File: config.mk
export PLATFORM = sky130hd
export DESIGN_NAME = glw_fifo
export DESIGN_NICKNAME = d
export VERILOG_FILES = /design/src/rtl/glw_pkg.sv /design/src/rtl/glw_fifo.sv
export SDC_FILE = /design/constraint.sdc
export NUM_CORES = 1
export LEC_CHECK = 0
export BUFFER_PORTS_ARGS = -buffer_cell sky130_fd_sc_hd__buf_2
export CAP_MARGIN = 10
export CORE_UTILIZATION = 30
export CTS_CLUSTER_SIZE = 8
export DETAILED_ROUTE_END_ITERATION = 12
export SETUP_SLACK_MARGIN = 0.05
export SLEW_MARGIN = 20
export SYNTH_ARGS = -nofsm -noshare
export SYNTH_HDL_FRONTEND = slang
export SYNTH_SLANG_ARGS = --single-unit
File: constraint.sdc
create_clock -name clk -period 6.26 [get_ports clk]
set_input_delay 0.313 -clock clk [delete_from_list [all_inputs] [get_ports clk]]
set_output_delay 0.313 -clock clk [all_outputs]
set_load 0.05 [all_outputs]
File: src/rtl/glw_pkg.sv
// ----------------------------------------------------------------------------
// glw_pkg
// Shared types, constants and helper functions of the greedy line wrapper.
// ----------------------------------------------------------------------------
package glw_pkg;

  // Line buffer sizing
  localparam int LINE_GLYPHS = 32;
  localparam int CNT_W       = $clog2(LINE_GLYPHS + 2);
  localparam int PTR_W       = CNT_W;
  localparam int BUF_DEPTH   = 2 ** PTR_W;

  // Field widths
  localparam int CODE_W = 21;
  localparam int ADV_W  = 16;
  localparam int IDX_W  = 16;
  localparam int X_W    = 24;
  localparam int LINE_W = 16;

  // Configuration register indexes
  localparam logic [1:0] REG_WRAP  = 2'd0;
  localparam logic [1:0] REG_FIRST = 2'd1;
  localparam logic [1:0] REG_LINE  = 2'd2;

  // Special character codes
  localparam logic [CODE_W-1:0] CH_NUL   = 21'd0;
  localparam logic [CODE_W-1:0] CH_TAB   = 21'd9;
  localparam logic [CODE_W-1:0] CH_NL    = 21'd10;
  localparam logic [CODE_W-1:0] CH_SPACE = 21'd32;

  typedef enum logic [2:0] {
    CL_DEFAULT = 3'd0,
    CL_WS      = 3'd1,
    CL_GRAPH   = 3'd2,
    CL_QUOTE   = 3'd3,
    CL_PUNCT   = 3'd4,
    CL_OPEN    = 3'd5,
    CL_CLOSE   = 3'd6,
    CL_EOT     = 3'd7
  } cls_t;

  // Per-glyph record kept in the line buffer
  typedef struct packed {
    cls_t             cls;
    logic             nl;
    logic [ADV_W-1:0] adv;
    logic [IDX_W-1:0] idx;
  } glw_meta_t;

  // Item passed from the front to the back
  typedef struct packed {
    glw_meta_t meta;
    logic      eop;
  } glw_item_t;

  // One laid out glyph
  typedef struct packed {
    logic              ends;
    logic [LINE_W-1:0] line;
    logic [X_W-1:0]    x;
    logic [IDX_W-1:0]  idx;
  } glw_res_t;

  // Buffer occupancy seen by the top level
  typedef struct packed {
    logic [CNT_W-1:0] placed;
    logic [CNT_W-1:0] total;
  } glw_status_t;

  function automatic cls_t glw_classify(input logic [CODE_W-1:0] code);
    logic [7:0] ch;
    logic       lo;
    cls_t       c;
    ch = code[7:0];
    lo = (code[CODE_W-1:8] == '0);
    c  = CL_DEFAULT;
    if (code == CH_NUL) begin
      c = CL_EOT;
    end else if (code == CH_SPACE || code == CH_TAB || code == CH_NL) begin
      c = CL_WS;
    end else if (lo && (ch inside {"=", "+", "@", "#", "$", "%", "^", "&", "*",
                                   "\\", "|", "<", ">", "/", "~"})) begin
      c = CL_GRAPH;
    end else if (lo && (ch inside {"'", "\""})) begin
      c = CL_QUOTE;
    end else if (lo && (ch inside {",", ".", "?", "!", ";", ":", "-"})) begin
      c = CL_PUNCT;
    end else if (lo && (ch inside {"(", "[", "{"})) begin
      c = CL_OPEN;
    end else if (lo && (ch inside {")", "]", "}"})) begin
      c = CL_CLOSE;
    end
    return c;
  endfunction

  // Break opportunity between a glyph and its right neighbor
  function automatic logic glw_break_after(input cls_t cc, input logic cnl,
                                           input cls_t nc, input logic nnl);
    logic b;
    if (cc == CL_EOT || cnl) begin
      b = 1'b1;
    end else if (cc == CL_DEFAULT && nc == CL_PUNCT) begin
      b = 1'b0;
    end else if ((cc == CL_WS) != (nc == CL_WS)) begin
      b = 1'b1;
    end else if (cc == CL_WS && nnl) begin
      b = 1'b1;
    end else if (cc == CL_PUNCT && nc != CL_PUNCT && nc != CL_CLOSE && nc != CL_QUOTE) begin
      b = 1'b1;
    end else begin
      b = 1'b0;
    end
    return b;
  endfunction

  // Saturating x add
  function automatic logic [X_W-1:0] glw_sat_add(input logic [X_W-1:0] a,
                                                 input logic [X_W-1:0] b);
    logic [X_W:0] s;
    s = {1'b0, a} + {1'b0, b};
    return s[X_W] ? {X_W{1'b1}} : s[X_W-1:0];
  endfunction

endpackage

File: src/rtl/glw_fifo.sv
// ----------------------------------------------------------------------------
// glw_fifo
// Two-entry queue decoupling the front from the back.
// ----------------------------------------------------------------------------
module glw_fifo
  import glw_pkg::*;
(
  input  logic      clk,
  input  logic      rst_n,
  input  logic      wr_valid,
  output logic      wr_ready,
  input  glw_item_t wr_item,
  output logic      rd_valid,
  input  logic      rd_ready,
  output glw_item_t rd_item
);

  glw_item_t  slot_r [2];
  logic       wr_ptr_r, wr_ptr_nxt;
  logic       rd_ptr_r, rd_ptr_nxt;
  logic [1:0] cnt_r, cnt_nxt;
  logic       do_wr, do_rd;

  assign wr_ready = (cnt_r != 2'd2);
  assign rd_valid = (cnt_r != 2'd0);
  assign rd_item  = slot_r[rd_ptr_r];
  assign do_wr    = wr_valid && wr_ready;
  assign do_rd    = rd_valid && rd_ready;

  // Move pointers and count
  always_comb begin
    wr_ptr_nxt = do_wr ? ~wr_ptr_r : wr_ptr_r;
    rd_ptr_nxt = do_rd ? ~rd_ptr_r : rd_ptr_r;
    cnt_nxt    = cnt_r + {1'b0, do_wr} - {1'b0, do_rd};
  end

  always_ff @(posedge clk) begin
    if (!rst_n) begin
      wr_ptr_r <= 1'b0;
      rd_ptr_r <= 1'b0;
      cnt_r    <= 2'd0;
    end else begin
      wr_ptr_r <= wr_ptr_nxt;
      rd_ptr_r <= rd_ptr_nxt;
      cnt_r    <= cnt_nxt;
    end
  end

  // Store the payload
  always_ff @(posedge clk) begin
    if (do_wr) begin
      slot_r[wr_ptr_r] <= wr_item;
    end
  end

endmodule

==> flow_summary.json <==
{
  "antenna_left": 0,
  "p_sw_uw": 629.1,
  "grt_antenna_before_repair": 0,
  "syn_to_final_growth_pct": 22.96,
  "wl_per_cell_um": 13.77,
  "cts_max_path_buffers": 2,
  "port_buffers": 79,
  "p_leak_nw": 1.441,
  "finalWeightedCongestion": 0.5901,
  "gr-usage-met3": 0.04000,
  "placed_area_um2": 3565,
  "n_antenna_cell": 0,
  "design_area_um2": 3759,
  "fp.dieArea_um2": 10600,
  "busiest_layer": "met2",
  "clkSinkCount": 79,
  "reg2reg_to": "slot_r[0][9]",
  "finalCritPeriodShare": 0.3411,
  "avgSynthCellArea_um2": 21.99,
  "clock_latency_ns": 0.34,
  "die-width_um": 102.9,
  "grt_use_met2": 0.1687,
  "cts_resized": 0,
  "rows": 36,
  "h-tree-depth": 3,
  "final_cell_mix": "buf_2, edfxtp_1, mux2_4",
  "synth.distinct_cells": 18,
  "track_usage": 0.1028,
  "use_met1": 0.1170,
  "rsz0062_at_grt": "false",
  "hold_viol": 0,
  "initial_utilization": 0.3113,
  "multiInputGateArea_um2": 668.1,
  "dr.pass1.iters": 4,
  "pwr-share-clk": 0.196,
  "syn-num-nets": 182,
  "dp_hpwl_mm": 3.155,
  "synth_seq_cells": 79,
  "worstHoldEndpoint": "slot_r[0][20]",
  "syn_inst": 139,
  "whs_path_depth": 1,
  "yosysSeqAreaShare": 0.7597,
  "grt_pass1_vias": 1509,
  "synth_area_um2": 3057,
  "relSlewSlack": 0.3766,
  "max_freq_mhz": 468.3,
  "worstSetupEndpointType": "output port",
  "drive_above_1_share": 0.5819,
  "synth_warnings": 0,
  "final_common_cell": "buf_2",
  "rr_startpoint": "cnt_r[0]",
  "first_iter_violations": 32,
  "layout.area.seq_um2": 2323,
  "ff2ff_setup_slack_ns": 4.52,
  "fin_setup_tns_ns": 0,
  "min_path_type": "in -> reg",
  "overflow": 0,
  "grt_max_degree": 38,
  "vias": 1486,
  "cts_root_buf": "clkbuf_8",
  "totalWireLength_mm": 5.027,
  "cts_tree": "done",
  "fin_skew_ns": 0.01131,
  "grt_pass1_wl_mm": 7.659,
  "tightest_slew_ns": 0.9351,
  "cts_hold_buf": 0,
  "die_h_um": 102.9,
  "holdCritStartpoint": "wr_item[20]",
  "final_net_count": 270,
  "drv_slew": 0,
  "p_int_mw": 1.016,
  "worstRegToRegCells": 4,
  "critPathKind": "reg -> out",
  "seqPwrFrac": 0.417,
  "critPathRequiredTime_ns": 5.95,
  "core_um2": 9819,
  "viasPerCell": 4.071,
  "status": "finished, final reports clean",
  "maxCapViolations": 0,
  "post_cts_buffers": 0,
  "io-pin-count": 80,
  "cts_made_buffers": 9,
  "nFillCells": 963,
  "total_power_mw": 1.646,
  "start_kind": "flip-flop",
  "period_needed_ns": 2.135,
  "swShare": 0.3823,
  "cellPowerDensity_nw_per_um2": 437.8,
  "max-vdd-ir-drop_mv": 0.1815,
  "cp.arrival_ns": 1.82,
  "final-setup-viol-count": 0,
  "p_comb_frac": 0.387,
  "cts.reportedPaths.clkPinSlew_ns": 0.08,
  "remaining_drc_errors": 0,
  "crit_fanout": 37
}
[critical path: stages (launching register included)]
cell	delay [ns]
dfxtp_2	0.31
buf_4	0.53
mux2_2	0.41
buf_2	0.21
[power by group through the flow]
stage | Sequential [mW] | Clock [mW] | Combinational [mW]
floorplan | 0.694 | 0 | 0.544
finish | 0.686 | 0.322 | 0.638
global route | 0.693 | 0.359 | 0.681
CTS | 0.688 | 0.338 | 0.640
global placement | 0.695 | 0 | 0.633
detailed placement | 0.700 | 0 | 0.637
[logic make-up (layout without fill, tap and decap cells)]
| family | after synthesis | in the layout | share of synthesized area |
|---|---|---|---|
| multiplexers | 38 | 38 | 0.1764 |
| adder cells (fa/ha/maj) | 2 | 2 | 0.008185 |
| AO/OA/AOI/OAI | 1 | 1 | 0.002457 |
| XOR/XNOR | 3 | 3 | 0.008598 |
| buffers and inverters | 5 | 98 | 0.02456 |
| AND/OR/NAND/NOR | 11 | 11 | 0.02006 |
| flip-flops | 79 | 79 | 0.7597 |
[sequential cells by signal, indices dropped and copies added, names as in the netlist, named ones only]
signal and cells:
rd_ptr_r 1, wr_ptr_r 1, slot_r 74, cnt_r 2
[stage by stage]
| step | util | setup slack (ns) | cells | hold WS [ns] |
|---|---|---|---|---|
| 5_1_grt | 0.3828 | 4.016 | 365 | 0.1276 |
| 3_5_place_dp | 0.3630 | 4.306 | 348 | 0.5053 |
| 2_1_floorplan | - | 3.237 | 139 | 0.4119 |
| 6_report | 0.3828 | 4.125 | 365 | 0.1540 |
| 4_1_cts | 0.3800 | 4.062 | 364 | 0.1331 |
| 3_3_place_gp | 0.3630 | 4.349 | 348 | 0.5028 |
[cell usage after synthesis]
library cell  number  area (um2)
buf_6              1       11.26
nor2b_1            2       12.51
nand2b_1           2       12.51
buf_12             3       60.06
edfxtp_1          74        2222
ha_1               2       25.02
dfxtp_1            5       100.1
nor2_1             1       3.750
and3_1             1       6.260
mux2i_1            1       10.01
o21a_1             1       7.510
or2_2              1       6.260
nand2_1            2       7.510
mux2_2             7       78.83
inv_1              1       3.750
and2_1             2       12.51
mux2_4            30       450.4
xnor2_1            3       26.28
[routing by layer]
layer,vias to the layer above,wire length (um)
li1,709,-
met1,714,2124
met2,53,2472
met3,10,341
met4,0,89
met5,-,0
[how the worst max path moves through the flow]
stage	from	endpoint	slack, ns
final	flip-flop	rd_item[5]	4.12
after detailed placement	cnt_r[0]	slot_r[0][11]	4.31
after global placement	cnt_r[0]	slot_r[0][9]	4.35
after CTS	flip-flop	rd_item[5]	4.06
after floorplan	cnt_r[0]	slot_r[0][0]	3.24
after global routing	flip-flop	rd_item[5]	4.02
[layout make-up]
class / instances / share of cell area
Tap cell: 133 / 0.04427
Timing Repair Buffer: 81 / 0.1145
Clock inverter: 5 / 0.009321
Clock buffer: 11 / 0.03495
Inverter: 1 / 0.0009987
Multi-Input combinational cell: 55 / 0.1778
Sequential cell: 79 / 0.6182
Power figures use the tool's default switching activity.
