--- src/rtl/glw_pkg.sv ---
// ----------------------------------------------------------------------------
// glw_pkg
// Shared types, constants and helper functions of the greedy line wrapper.
// ----------------------------------------------------------------------------
package glw_pkg;

  // Line buffer sizing
  localparam int LINE_GLYPHS = 32;
  localparam int CNT_W       = $clog2(LINE_GLYPHS + 2);
  localparam int PTR_W       = CNT_W;
  localparam int BUF_DEPTH   = 2 ** PTR_W;

  // Field widths
  localparam int CODE_W = 21;
  localparam int ADV_W  = 16;
  localparam int IDX_W  = 16;
  localparam int X_W    = 24;
  localparam int LINE_W = 16;

  // Configuration register indexes
  localparam logic [1:0] REG_WRAP  = 2'd0;
  localparam logic [1:0] REG_FIRST = 2'd1;
  localparam logic [1:0] REG_LINE  = 2'd2;

  // Special character codes
  localparam logic [CODE_W-1:0] CH_NUL   = 21'd0;
  localparam logic [CODE_W-1:0] CH_TAB   = 21'd9;
  localparam logic [CODE_W-1:0] CH_NL    = 21'd10;
  localparam logic [CODE_W-1:0] CH_SPACE = 21'd32;

  typedef enum logic [2:0] {
    CL_DEFAULT = 3'd0,
    CL_WS      = 3'd1,
    CL_GRAPH   = 3'd2,
    CL_QUOTE   = 3'd3,
    CL_PUNCT   = 3'd4,
    CL_OPEN    = 3'd5,
    CL_CLOSE   = 3'd6,
    CL_EOT     = 3'd7
  } cls_t;

  // Per-glyph record kept in the line buffer
  typedef struct packed {
    cls_t             cls;
    logic             nl;
    logic [ADV_W-1:0] adv;
    logic [IDX_W-1:0] idx;
  } glw_meta_t;

  // Item passed from the front to the back
  typedef struct packed {
    glw_meta_t meta;
    logic      eop;
  } glw_item_t;

  // One laid out glyph
  typedef struct packed {
    logic              ends;
    logic [LINE_W-1:0] line;
    logic [X_W-1:0]    x;
    logic [IDX_W-1:0]  idx;
  } glw_res_t;

  // Buffer occupancy seen by the top level
  typedef struct packed {
    logic [CNT_W-1:0] placed;
    logic [CNT_W-1:0] total;
  } glw_status_t;

  function automatic cls_t glw_classify(input logic [CODE_W-1:0] code);
    logic [7:0] ch;
    logic       lo;
    cls_t       c;
    ch = code[7:0];
    lo = (code[CODE_W-1:8] == '0);
    c  = CL_DEFAULT;
    if (code == CH_NUL) begin
      c = CL_EOT;
    end else if (code == CH_SPACE || code == CH_TAB || code == CH_NL) begin
      c = CL_WS;
    end else if (lo && (ch inside {"=", "+", "@", "#", "$", "%", "^", "&", "*",
                                   "\\", "|", "<", ">", "/", "~"})) begin
      c = CL_GRAPH;
    end else if (lo && (ch inside {"'", "\""})) begin
      c = CL_QUOTE;
    end else if (lo && (ch inside {",", ".", "?", "!", ";", ":", "-"})) begin
      c = CL_PUNCT;
    end else if (lo && (ch inside {"(", "[", "{"})) begin
      c = CL_OPEN;
    end else if (lo && (ch inside {")", "]", "}"})) begin
      c = CL_CLOSE;
    end
    return c;
  endfunction

  // Break opportunity between a glyph and its right neighbor
  function automatic logic glw_break_after(input cls_t cc, input logic cnl,
                                           input cls_t nc, input logic nnl);
    logic b;
    if (cc == CL_EOT || cnl) begin
      b = 1'b1;
    end else if (cc == CL_DEFAULT && nc == CL_PUNCT) begin
      b = 1'b0;
    end else if ((cc == CL_WS) != (nc == CL_WS)) begin
      b = 1'b1;
    end else if (cc == CL_WS && nnl) begin
      b = 1'b1;
    end else if (cc == CL_PUNCT && nc != CL_PUNCT && nc != CL_CLOSE && nc != CL_QUOTE) begin
      b = 1'b1;
    end else begin
      b = 1'b0;
    end
    return b;
  endfunction

  // Saturating x add
  function automatic logic [X_W-1:0] glw_sat_add(input logic [X_W-1:0] a,
                                                 input logic [X_W-1:0] b);
    logic [X_W:0] s;
    s = {1'b0, a} + {1'b0, b};
    return s[X_W] ? {X_W{1'b1}} : s[X_W-1:0];
  endfunction

endpackage

--- src/rtl/glw_front.sv ---
// ----------------------------------------------------------------------------
// glw_front
// Accepts glyphs, numbers them within the paragraph and classifies them.
// ----------------------------------------------------------------------------
module glw_front
  import glw_pkg::*;
(
  input  logic      clk,
  input  logic      rst_n,
  input  logic      in_tvalid,
  output logic      in_tready,
  input  logic [39:0] in_tdata,   // char_code[20:0], advance[36:21], zero pad
  input  logic      in_tlast,     // end_of_paragraph
  output logic      push_valid,
  input  logic      push_ready,
  output glw_item_t push_item
);

  logic [IDX_W-1:0] next_idx_r, next_idx_nxt;
  logic [CODE_W-1:0] code;

  assign code       = in_tdata[CODE_W-1:0];
  assign in_tready  = push_ready;
  assign push_valid = in_tvalid;

  // Classify and tag the glyph
  always_comb begin
    push_item.meta.cls = glw_classify(code);
    push_item.meta.nl  = (code == CH_NL);
    push_item.meta.adv = in_tdata[CODE_W +: ADV_W];
    push_item.meta.idx = next_idx_r;
    push_item.eop      = in_tlast;
  end

  // Advance the paragraph index, saturating; restart after the last glyph
  always_comb begin
    next_idx_nxt = next_idx_r;
    if (in_tvalid && push_ready) begin
      if (in_tlast) begin
        next_idx_nxt = '0;
      end else if (next_idx_r != {IDX_W{1'b1}}) begin
        next_idx_nxt = next_idx_r + 1'b1;
      end
    end
  end

  always_ff @(posedge clk) begin
    if (!rst_n) begin
      next_idx_r <= '0;
    end else begin
      next_idx_r <= next_idx_nxt;
    end
  end

endmodule

--- config.mk ---
export PLATFORM = sky130hd
export DESIGN_NAME = glw_front
export DESIGN_NICKNAME = d
export VERILOG_FILES = /design/src/rtl/glw_pkg.sv /design/src/rtl/glw_front.sv
export SDC_FILE = /design/constraint.sdc
export NUM_CORES = 1
export LEC_CHECK = 0
export ABC_AREA = 1
export BUFFER_PORTS_ARGS = -buffer_cell sky130_fd_sc_hd__buf_2
export CORE_MARGIN = 3
export CORE_UTILIZATION = 48
export CTS_CLUSTER_DIAMETER = 80
export DETAILED_ROUTE_END_ITERATION = 10
export PLACE_DENSITY = 0.9
export RECOVER_POWER = 25
export SYNTH_ARGS = -nofsm -noshare
export SYNTH_HDL_FRONTEND = slang
export SYNTH_SLANG_ARGS = --single-unit
--- constraint.sdc ---
create_clock -name clk -period 3.7 [get_ports clk]
set_input_delay 0.555 -clock clk [delete_from_list [all_inputs] [get_ports clk]]
set_output_delay 0.555 -clock clk [all_outputs]
set_load 0.005 [all_outputs]
==> key figures, run 1 <==
Timing
  – RSZ-0062 raised after global routing: no
  – Worst-Margin Slew: 0.6247 ns
  – # setup viols final: 0
  – Period utilization: 60.94%
  – Skew final: 0.003351 ns
  – Final setup TNS: 0 ns
  – Period minus WS final: 2.255 ns
  – Peak Freq: 443.5 MHz
  – Hold Slack: 0.5273 ns
  – Final hold vios: 0
  – Pins Over Slew Limit: 0
  – Relative slew margins: 58.31%

Synth
  – Post-Synthesis Cells: 262
  – Synthesized flop and latch total: 16
  – Mean Syn Cell Area: 5.673 um2
  – Net Count, Synth: 308
  – Cell taking the most area after synthesis: dfxtp_1
  – Primary FF master, synth: dfxtp_1
  – Asr flop ratio synth: 0%
  – Sequential element share of the synthesized area: 21.55%
  – Synth warn: 0
  – Area of the mapped netlist: 1486 um2
  – Top post-synthesis cells by area: dfxtp_1, nand2_1, nor2_1
  – Count leader, synth: nand2_1
  – Post-synth EDFFs: 0
  – Top cell type's share of synthesized area: 21.55%
  – Synth cell count leaders: nand2_1, nor2_1, inv_1
  – Unique masters post-synth: 28

Clock tree
  – Inserted Clock Buffers: 3
  – Clock buffer depth: 2
  – Post-CTS sizing: 0
  – Post-CTS setup repair buffer count: 0
  – Clk root buf: clkbuf_4
  – Clock transition at path regs: 0.10 ns
  – CTS tree: done
  – Post-CTS Hold Fix Bufs: 0
  – Clk sinks: 16
  – H-tree level count: 1
  – Clk Latency, worst-skew pair: 0.29 ns

Hold path
  – Hold Crit Class: register to register
  – Worst hold path depth: 2

Critical path
  – Critical-path top delay cell: a21boi_0
  – CP endpoint kind: output port
  – CP most frequent cell: buf_2
  – FF-to-FF path depth: 8
  – Worst Setup Path Type: input pin to output port
  – Worst EP required: 3.14 ns
  – Crit path arrival time: 1.70 ns
  – Crit path launch type: input pin
  – CP max FO: 6
  – Sequence of cells on the critical path: buf_2 > inv_1 > nand2_1 > nor2_1 > a21boi_0 > o21ai_0 > nand3b_1 > buf_2
  – Delay of the slowest critical-path stage: 0.30 ns
  – CP top delay family: compound AO/OA/AOI/OAI gates
  – WP buf/inv: 3
  – Stages on the worst setup path: 8

Floorplanning
  – Row count: 19
  – Core area: 2853 um2
  – Top Ports: 84
  – Die Wd: 61.65 um
  – Die Span Y: 61.65 um
  – DIE AREA: 3801 um2
  – Initial core utilization: 52.11%

Drt
  – Vias/cell: 4.991
  – Avg WL per Cell: 10.03 um
  – Post-route DRC: 0
  – First-pass detailed-route iteration total: 4
  – Vias: 1602
  – WL final: 3220 um
  – Post-route ant nets: 0
  – DRT iter0 DRCs: 60

Pwr
  – Logic gate share of total power: 15.1%
  – Pwr Density: 212.5 nW/um2
  – VDD IR-drop max: 0.1958 mV
  – P_sw: 0.09238 mW
  – Sequential power share: 50.6%
  – Net Sw Frac: 26.66%
  – Clk pwr share: 34.4%
  – Leakage: 0.8566 nW
  – Internal power: 0.2541 mW

Cells and area
  – Fill cells: 290
  – Layout cells sized above 1: 20.34%
  – Max FFs per register: 16
  – Seq. cell area: 320.3 um2
  – Top flop regs: next_idx_r x16
  – # diodes: 0
  – Nets: 337
  – Design Area, Final: 1630 um2
  – Area occupied by multi-input gates: 867.1 um2
  – Synth-to-Final Area Change: 9.680%
  – Top reg by flops: next_idx_r

Global route
  – Vias in the first global route: 1358
  – Met1 GRT Util: 22.68%
  – Grt met2 use: 32.59%
  – Grt ovf: 0
  – Gr usage total: 18.39%
  – Largest net degree at the start of global routing: 22
  – Global-route wire length before repair: 5492 um
  – Initial antenna violation count: 0
  – Layer with the highest usage: met2
  – Grt met3 use: 4.193%

Placement
  – Gpl congestion: 0.8294
  – Placed Area: 1594 um2
  – Port buffer count: 48
  – Final HPWL DP: 2591 um

Outcome
  – Status: finished, final reports clean

Job
  – Number of max-cap violations: 0
-- layout make-up --
cell class | instances | share of cell area [%]
Clock buffer | 4 | 2.226
Inverter | 34 | 7.828
Multi-Input combinational cell | 188 | 53.19
Sequential cell | 16 | 19.65
Tap cell | 31 | 2.379
Timing Repair Buffer | 48 | 14.74
-- worst paths after layout --
check / start / slack (ns) / end
min reg2reg: next_idx_r[14]$_SDFFE_PN0P_ / 0.53 / next_idx_r[14]$_SDFFE_PN0P_
min: next_idx_r[14]$_SDFFE_PN0P_ / 0.53 / next_idx_r[14]$_SDFFE_PN0P_
max: in_tdata[4] / 1.45 / push_item[34]
max reg2reg: next_idx_r[0]$_SDFFE_PN0P_ / 2.02 / next_idx_r[15]$_SDFFE_PN0P_
-- layout by cell type, fill, tap and decap left out, types with 3 or more instances in the layout --
master,netlist,layout
nor3_1,5,5
dfxtp_1,16,16
nand2_1,74,74
nand3b_1,5,5
o21ai_0,7,7
nand3_1,17,17
a21oi_1,6,6
nor2_2,3,3
inv_1,33,33
nand4_1,12,12
nor2_1,46,46
clkbuf_4,0,3
buf_2,2,48
-- cells by family after synthesis --
group	Yosys count	synth area share, %
AOI/OAI and AO/OA	16	5.724
adders and majority gates	1	0.8416
xor gates and xnor gates	2	1.179
buffers and inverters	58	20.12
and+or+nand+nor	169	50.59
DFF	16	21.55
-- tightest hold or removal path, delay by kind of cell, from the launching register on --
kind,cells,cell delay (ns)
AND/OR/NAND/NOR,1,0.07
AO/OA/AOI/OAI,1,0.05
flip-flops,1,0.38
-- per-layer routing --
metal / wire [um] / part of all wire [%] / vias up
li1: - / - / 864
met1: 1448 / 45 / 689
met2: 1542 / 48 / 45
met3: 215 / 6.7 / 4
met4: 14 / 0.43 / 0
met5: 0 / 0 / -
-- power by group through the flow --
stage | logic [mW] | registers, mW | clock network (mW)
after detailed placement | 0.0523 | 0.179 | 0
after floorplan | 0.0438 | 0.179 | 0
after global routing | 0.0595 | 0.176 | 0.131
after CTS | 0.0523 | 0.175 | 0.125
after global placement | 0.0509 | 0.179 | 0
final | 0.0522 | 0.175 | 0.119
-- stage by stage --
stage | utilization [%] | cells | worst slack, ns | power (mW)
after floorplan | - | 262 | 1.836 | 0.2229
after CTS | 57.15 | 321 | 1.446 | 0.3523
after global routing | 57.15 | 321 | 1.282 | 0.3660
after detailed placement | 55.88 | 317 | 1.452 | 0.2316
final | 57.15 | 321 | 1.445 | 0.3465
after global placement | 55.88 | 317 | 1.442 | 0.2301
(Power assumes the default switching activity.)
==> run 2: changes to the inputs <==
- CORE_UTILIZATION: 48 -> 44
- PLACE_DENSITY: 0.9 -> 0.84
- clock period: 3.7 -> 2.3 ns (I/O delays scaled with it)
==> key figures, run 2 (synthesized netlist as in run 1, its figures left out) <==
Cells and area
  – Top reg by flops: next_idx_r
  – Commonest non-fill, non-tap cell in the layout: nand2_1
  – Max FFs per register: 16
  – Fill cells: 325
  – Synth-to-Final Area Change: 11.28%
  – Layout cells sized above 1: 20.62%
  – Top flop regs: next_idx_r x16
  – Commonest non-fill, non-tap cells in the layout: nand2_1, buf_2, nor2_1
  – Design Area, Final: 1654 um2
  – # diodes: 0
  – Nets: 338

Drt
  – Post-route ant nets: 0
  – WL final: 3270 um
  – Vias/cell: 4.893
  – Vias: 1639
  – DRT iter0 DRCs: 51
  – First-pass detailed-route iteration total: 4
  – Post-route DRC: 0
  – Avg WL per Cell: 9.761 um

Floorplanning
  – Top Ports: 84
  – Core area: 3128 um2
  – DIE AREA: 4111 um2
  – Die Wd: 64.12 um
  – Die Span Y: 64.12 um
  – Row count: 20
  – Initial core utilization: 47.52%

Clock tree
  – CTS tree: done
  – Clock buffer depth: 2
  – Post-CTS Hold Fix Bufs: 0
  – Post-CTS setup repair buffer count: 0
  – Post-CTS sizing: 0
  – Clk root buf: clkbuf_4
  – Clock transition at path regs: 0.10 ns
  – Inserted Clock Buffers: 3
  – Clk sinks: 16
  – Clk Latency, worst-skew pair: 0.30 ns
  – H-tree level count: 1

Critical path
  – R2r setup slk: 0.62 ns
  – Critical-path top delay cell: nor2_1
  – Delay of the slowest critical-path stage: 0.28 ns
  – Worst EP required: 1.96 ns
  – FF-to-FF End: next_idx_r[6]$_SDFFE_PN0P_
  – CP endpoint kind: output port
  – Worst Setup Path Type: input pin to output port
  – CP most frequent cell: buf_2
  – Crit path arrival time: 1.46 ns
  – Reg-to-Reg Start: next_idx_r[0]$_SDFFE_PN0P_
  – Crit path launch type: input pin
  – CP max FO: 6
  – FF-to-FF path depth: 7
  – Sequence of cells on the critical path: buf_2 > inv_1 > nand2_1 > nor2_1 > a21boi_0 > o21ai_0 > nand3b_1 > buf_2

Global route
  – Grt ovf: 0
  – Largest net degree at the start of global routing: 18
  – Global-route wire length before repair: 5506 um
  – Initial antenna violation count: 0
  – Gr usage total: 16.06%
  – Vias in the first global route: 1407

Pwr
  – VDD IR-drop max: 0.2577 mV
  – Total power: 0.5625 mW
  – Leakage: 0.8617 nW
  – Pwr Density: 340.0 nW/um2

Placement
  – Gpl congestion: 0.9386
  – Port buffer count: 48
  – Placed Area: 1618 um2
  – Final HPWL DP: 2558 um

Timing
  – # setup viols final: 0
  – Worst-Margin Slew: 0.3478 ns
  – Period utilization: 78.37%
  – Final hold vios: 0
  – Hold Slack: 0.3379 ns
  – Final setup TNS: 0 ns
  – Period minus WS final: 1.803 ns
  – Pins Over Slew Limit: 0
  – Skew final: 0.002531 ns
  – Relative slew margins: 76.64%
  – Peak Freq: 554.8 MHz
  – RSZ-0062 raised after global routing: no

Hold path
  – Hold Path Sink: next_idx_r[0]$_SDFFE_PN0P_
  – Hold Crit Class: input pin to register
  – Worst hold path depth: 3
  – Min-delay src: rst_n

Outcome
  – Status: finished, final reports clean

Job
  – Number of max-cap violations: 0
run 2: worst max path at each step:
| stage | cells past startpoint | end | slack, ns | start |
|---|---|---|---|---|
| CTS | 8 | push_item[34] | 0.50 | in_tdata[7] |
| floorplan | 6 | push_item[34] | 0.86 | in_tdata[7] |
| detailed placement | 8 | push_item[34] | 0.51 | in_tdata[7] |
| finish | 8 | push_item[34] | 0.50 | in_tdata[4] |
| global placement | 8 | push_item[34] | 0.47 | in_tdata[7] |
| global route | 8 | push_item[35] | 0.32 | in_tdata[4] |
run 2: metrics by stage:
| step | worst slack [ns] | utilization [%] | instances |
|---|---|---|---|
| CTS | 0.5042 | 52.88 | 335 |
| global placement | 0.4744 | 51.72 | 331 |
| floorplan | 0.8559 | - | 262 |
| global route | 0.3216 | 52.88 | 335 |
| finish | 0.4974 | 52.88 | 335 |
| detailed placement | 0.5069 | 51.72 | 331 |
run 2: critical path, delay by kind of cell:
kind / cells / cell delay, ns
AOI/OAI and AO/OA: 2 / 0.40
and+or+nand+nor: 3 / 0.41
buffers and inverters: 3 / 0.30
run 2: area by class of cell:
type                       instances  area [um2]  area share [%]
clock buffer                       4       36.28           2.194
inverter                          34       127.6           7.716
multi-input combinational        188       867.1           52.42
sequential                        16       320.3           19.36
tap                               44       55.05           3.328
timing repair buffer              49       247.7           14.98
run 2: where the power goes:
part	switching [mW]	internal, mW
Clock	0.0979	0.0966
Combinational	0.0516	0.0343
Sequential	0.00304	0.279
Total	0.152	0.410
run 2: layer usage:
metal	up-vias	track usage [%]	wire length, um
li1	868	-	-
met1	707	19.51	1444
met2	53	27.61	1490
met4	0	8.179	84
met5	-	0	0
met3	11	1.933	251
==> run 3: changes to the inputs <==
- clock period: 2.3 -> 1.7 ns (I/O delays scaled with it)
==> key figures, run 3 (synthesized netlist as in run 1, its figures left out) <==
Outcome
  – Status: finished, final reports clean

Clock tree
  – Clk sinks: 16
  – Clock transition at path regs: 0.10 ns
  – Post-CTS Hold Fix Bufs: 0
  – CTS tree: done
  – Post-CTS setup repair buffer count: 0
  – Clk Latency, worst-skew pair: 0.29 ns
  – Clock buffer depth: 2
  – Clk root buf: clkbuf_4
  – Inserted Clock Buffers: 3
  – H-tree level count: 1
  – Post-CTS sizing: 0

Timing
  – Setup ws final: 0.1053 ns
  – Relative slew margins: 76.21%
  – RSZ-0062 raised after global routing: no
  – Period minus WS final: 1.595 ns
  – Skew final: 0.005563 ns
  – Final setup TNS: 0 ns
  – Pins Over Slew Limit: 0
  – Worst-Margin Slew: 0.3565 ns
  – # setup viols final: 0
  – Peak Freq: 627.1 MHz
  – Period utilization: 93.80%
  – Final hold vios: 0

Drt
  – DRT iter0 DRCs: 53
  – Vias/cell: 4.947
  – First-pass detailed-route iteration total: 4
  – Met1 Routed Length: 1572 um
  – Post-route ant nets: 0
  – WL met3: 243 um
  – Post-route DRC: 0
  – Met2 WL: 1653 um
  – WL final: 3509 um
  – Max Used Layer: met4
  – Avg WL per Cell: 10.26 um
  – Vias: 1692

Cells and area
  – Synth-to-Final Area Change: 15.49%
  – Top reg by flops: next_idx_r
  – Max FFs per register: 16
  – # diodes: 0
  – Top flop regs: next_idx_r x16
  – Commonest non-fill, non-tap cells in the layout: nand2_1, buf_2, nor2_1
  – Utilization after layout: 54.88%
  – Layout cells sized above 1: 23.49%
  – Final cell count without fillers: 342
  – Commonest non-fill, non-tap cell in the layout: nand2_1
  – Fill cells: 340
  – Nets: 345

Critical path
  – CP max FO: 5
  – WP buf/inv: 3
  – Critical-path top delay cell: nor3_1
  – CP endpoint kind: output port
  – Sequence of cells on the critical path: buf_2 > inv_1 > nand2_1 > nor3_1 > nand2_1 > nand2_1 > nand2_1 > nand2_1 > nand3b_1 > buf_2
  – R2r setup slk: 0.16 ns
  – Worst EP required: 1.44 ns
  – Delay of the slowest critical-path stage: 0.28 ns
  – Worst Setup Path Type: input pin to output port
  – Crit path launch type: input pin
  – CP top delay family: simple AND/OR/NAND/NOR gates
  – Crit path arrival time: 1.34 ns
  – CP most frequent cell: nand2_1

Placement
  – Gpl congestion: 0.8455
  – Final HPWL DP: 2721 um
  – DP Worst Slack: 0.1208 ns
  – Placed cell count: 338
  – Port buffer count: 48

Floorplanning
  – Die Wd: 64.12 um
  – Top Ports: 84
  – DIE AREA: 4111 um2
  – Row count: 20
  – Die Span Y: 64.12 um
  – Core area: 3128 um2
  – Initial core utilization: 47.52%

Pwr
  – Clk pwr share: 33.9%
  – P_sw: 0.2092 mW
  – Internal power: 0.5626 mW
  – VDD IR-drop max: 0.3930 mV
  – Sequential power share: 49.1%
  – Pwr Density: 449.6 nW/um2
  – Logic gate share of total power: 17.0%
  – Leakage: 0.8980 nW
  – Net Sw Frac: 27.11%
  – Total power: 0.7718 mW

Global route
  – Vias in the first global route: 1523
  – Global-route wire length before repair: 5830 um
  – Largest net degree at the start of global routing: 15
  – Gr usage total: 16.78%
  – Initial antenna violation count: 0
  – Grt ovf: 0

Job
  – Number of max-cap violations: 0

Hold path
  – Hold Crit Class: input pin to register
==> run 3: metrics by stage <==
stage	area [um2]	hold slack [ns]
2_1_floorplan	1486	0.4256
3_3_place_gp	1670	0.5061
3_5_place_dp	1670	0.5100
4_1_cts	1707	0.2464
5_1_grt	1717	0.2711
6_report	1717	0.2510
==> run 3: per-layer routing <==
layer	up-vias	global-route usage (%)
met2	51	30.71
met4	0	7.388
li1	881	-
met1	755	19.27
met5	-	0
met3	5	2.109
==> run 3: power groups by stage <==
stage | sequential, mW | clock (mW) | combinational (mW)
6_report | 0.379 | 0.262 | 0.131
5_1_grt | 0.380 | 0.275 | 0.147
4_1_cts | 0.379 | 0.265 | 0.128
3_5_place_dp | 0.388 | 0 | 0.127
3_3_place_gp | 0.388 | 0 | 0.125
2_1_floorplan | 0.390 | 0 | 0.0953
==> run 3: worst paths after layout <==
check / from / endpoint / cells after the start
setup / recovery: in_tdata[2] / push_item[34] / 10
hold / removal: rst_n / next_idx_r[0]$_SDFFE_PN0P_ / 3
setup reg to reg: next_idx_r[0]$_SDFFE_PN0P_ / next_idx_r[13]$_SDFFE_PN0P_ / 8
hold reg to reg: next_idx_r[6]$_SDFFE_PN0P_ / next_idx_r[6]$_SDFFE_PN0P_ / 2
==> run 3: area by class of cell <==
class	count	area (um2)	share of cell area, %
clock buffer	4	36.28	2.114
multi-input combinational	188	877.1	51.09
inverter	34	127.6	7.434
timing repair buffer	56	300.3	17.49
sequential	16	320.3	18.66
tap	44	55.05	3.207
==> run 3: worst reg2reg max path: stages (launching register included) <==
cell     delay [ns]
dfxtp_1        0.35
ha_1           0.22
nand3_2        0.12
nor2_2         0.17
nand3_4        0.19
nand2_2        0.22
nor2_1         0.06
nor2_1         0.08
nor2_1         0.05
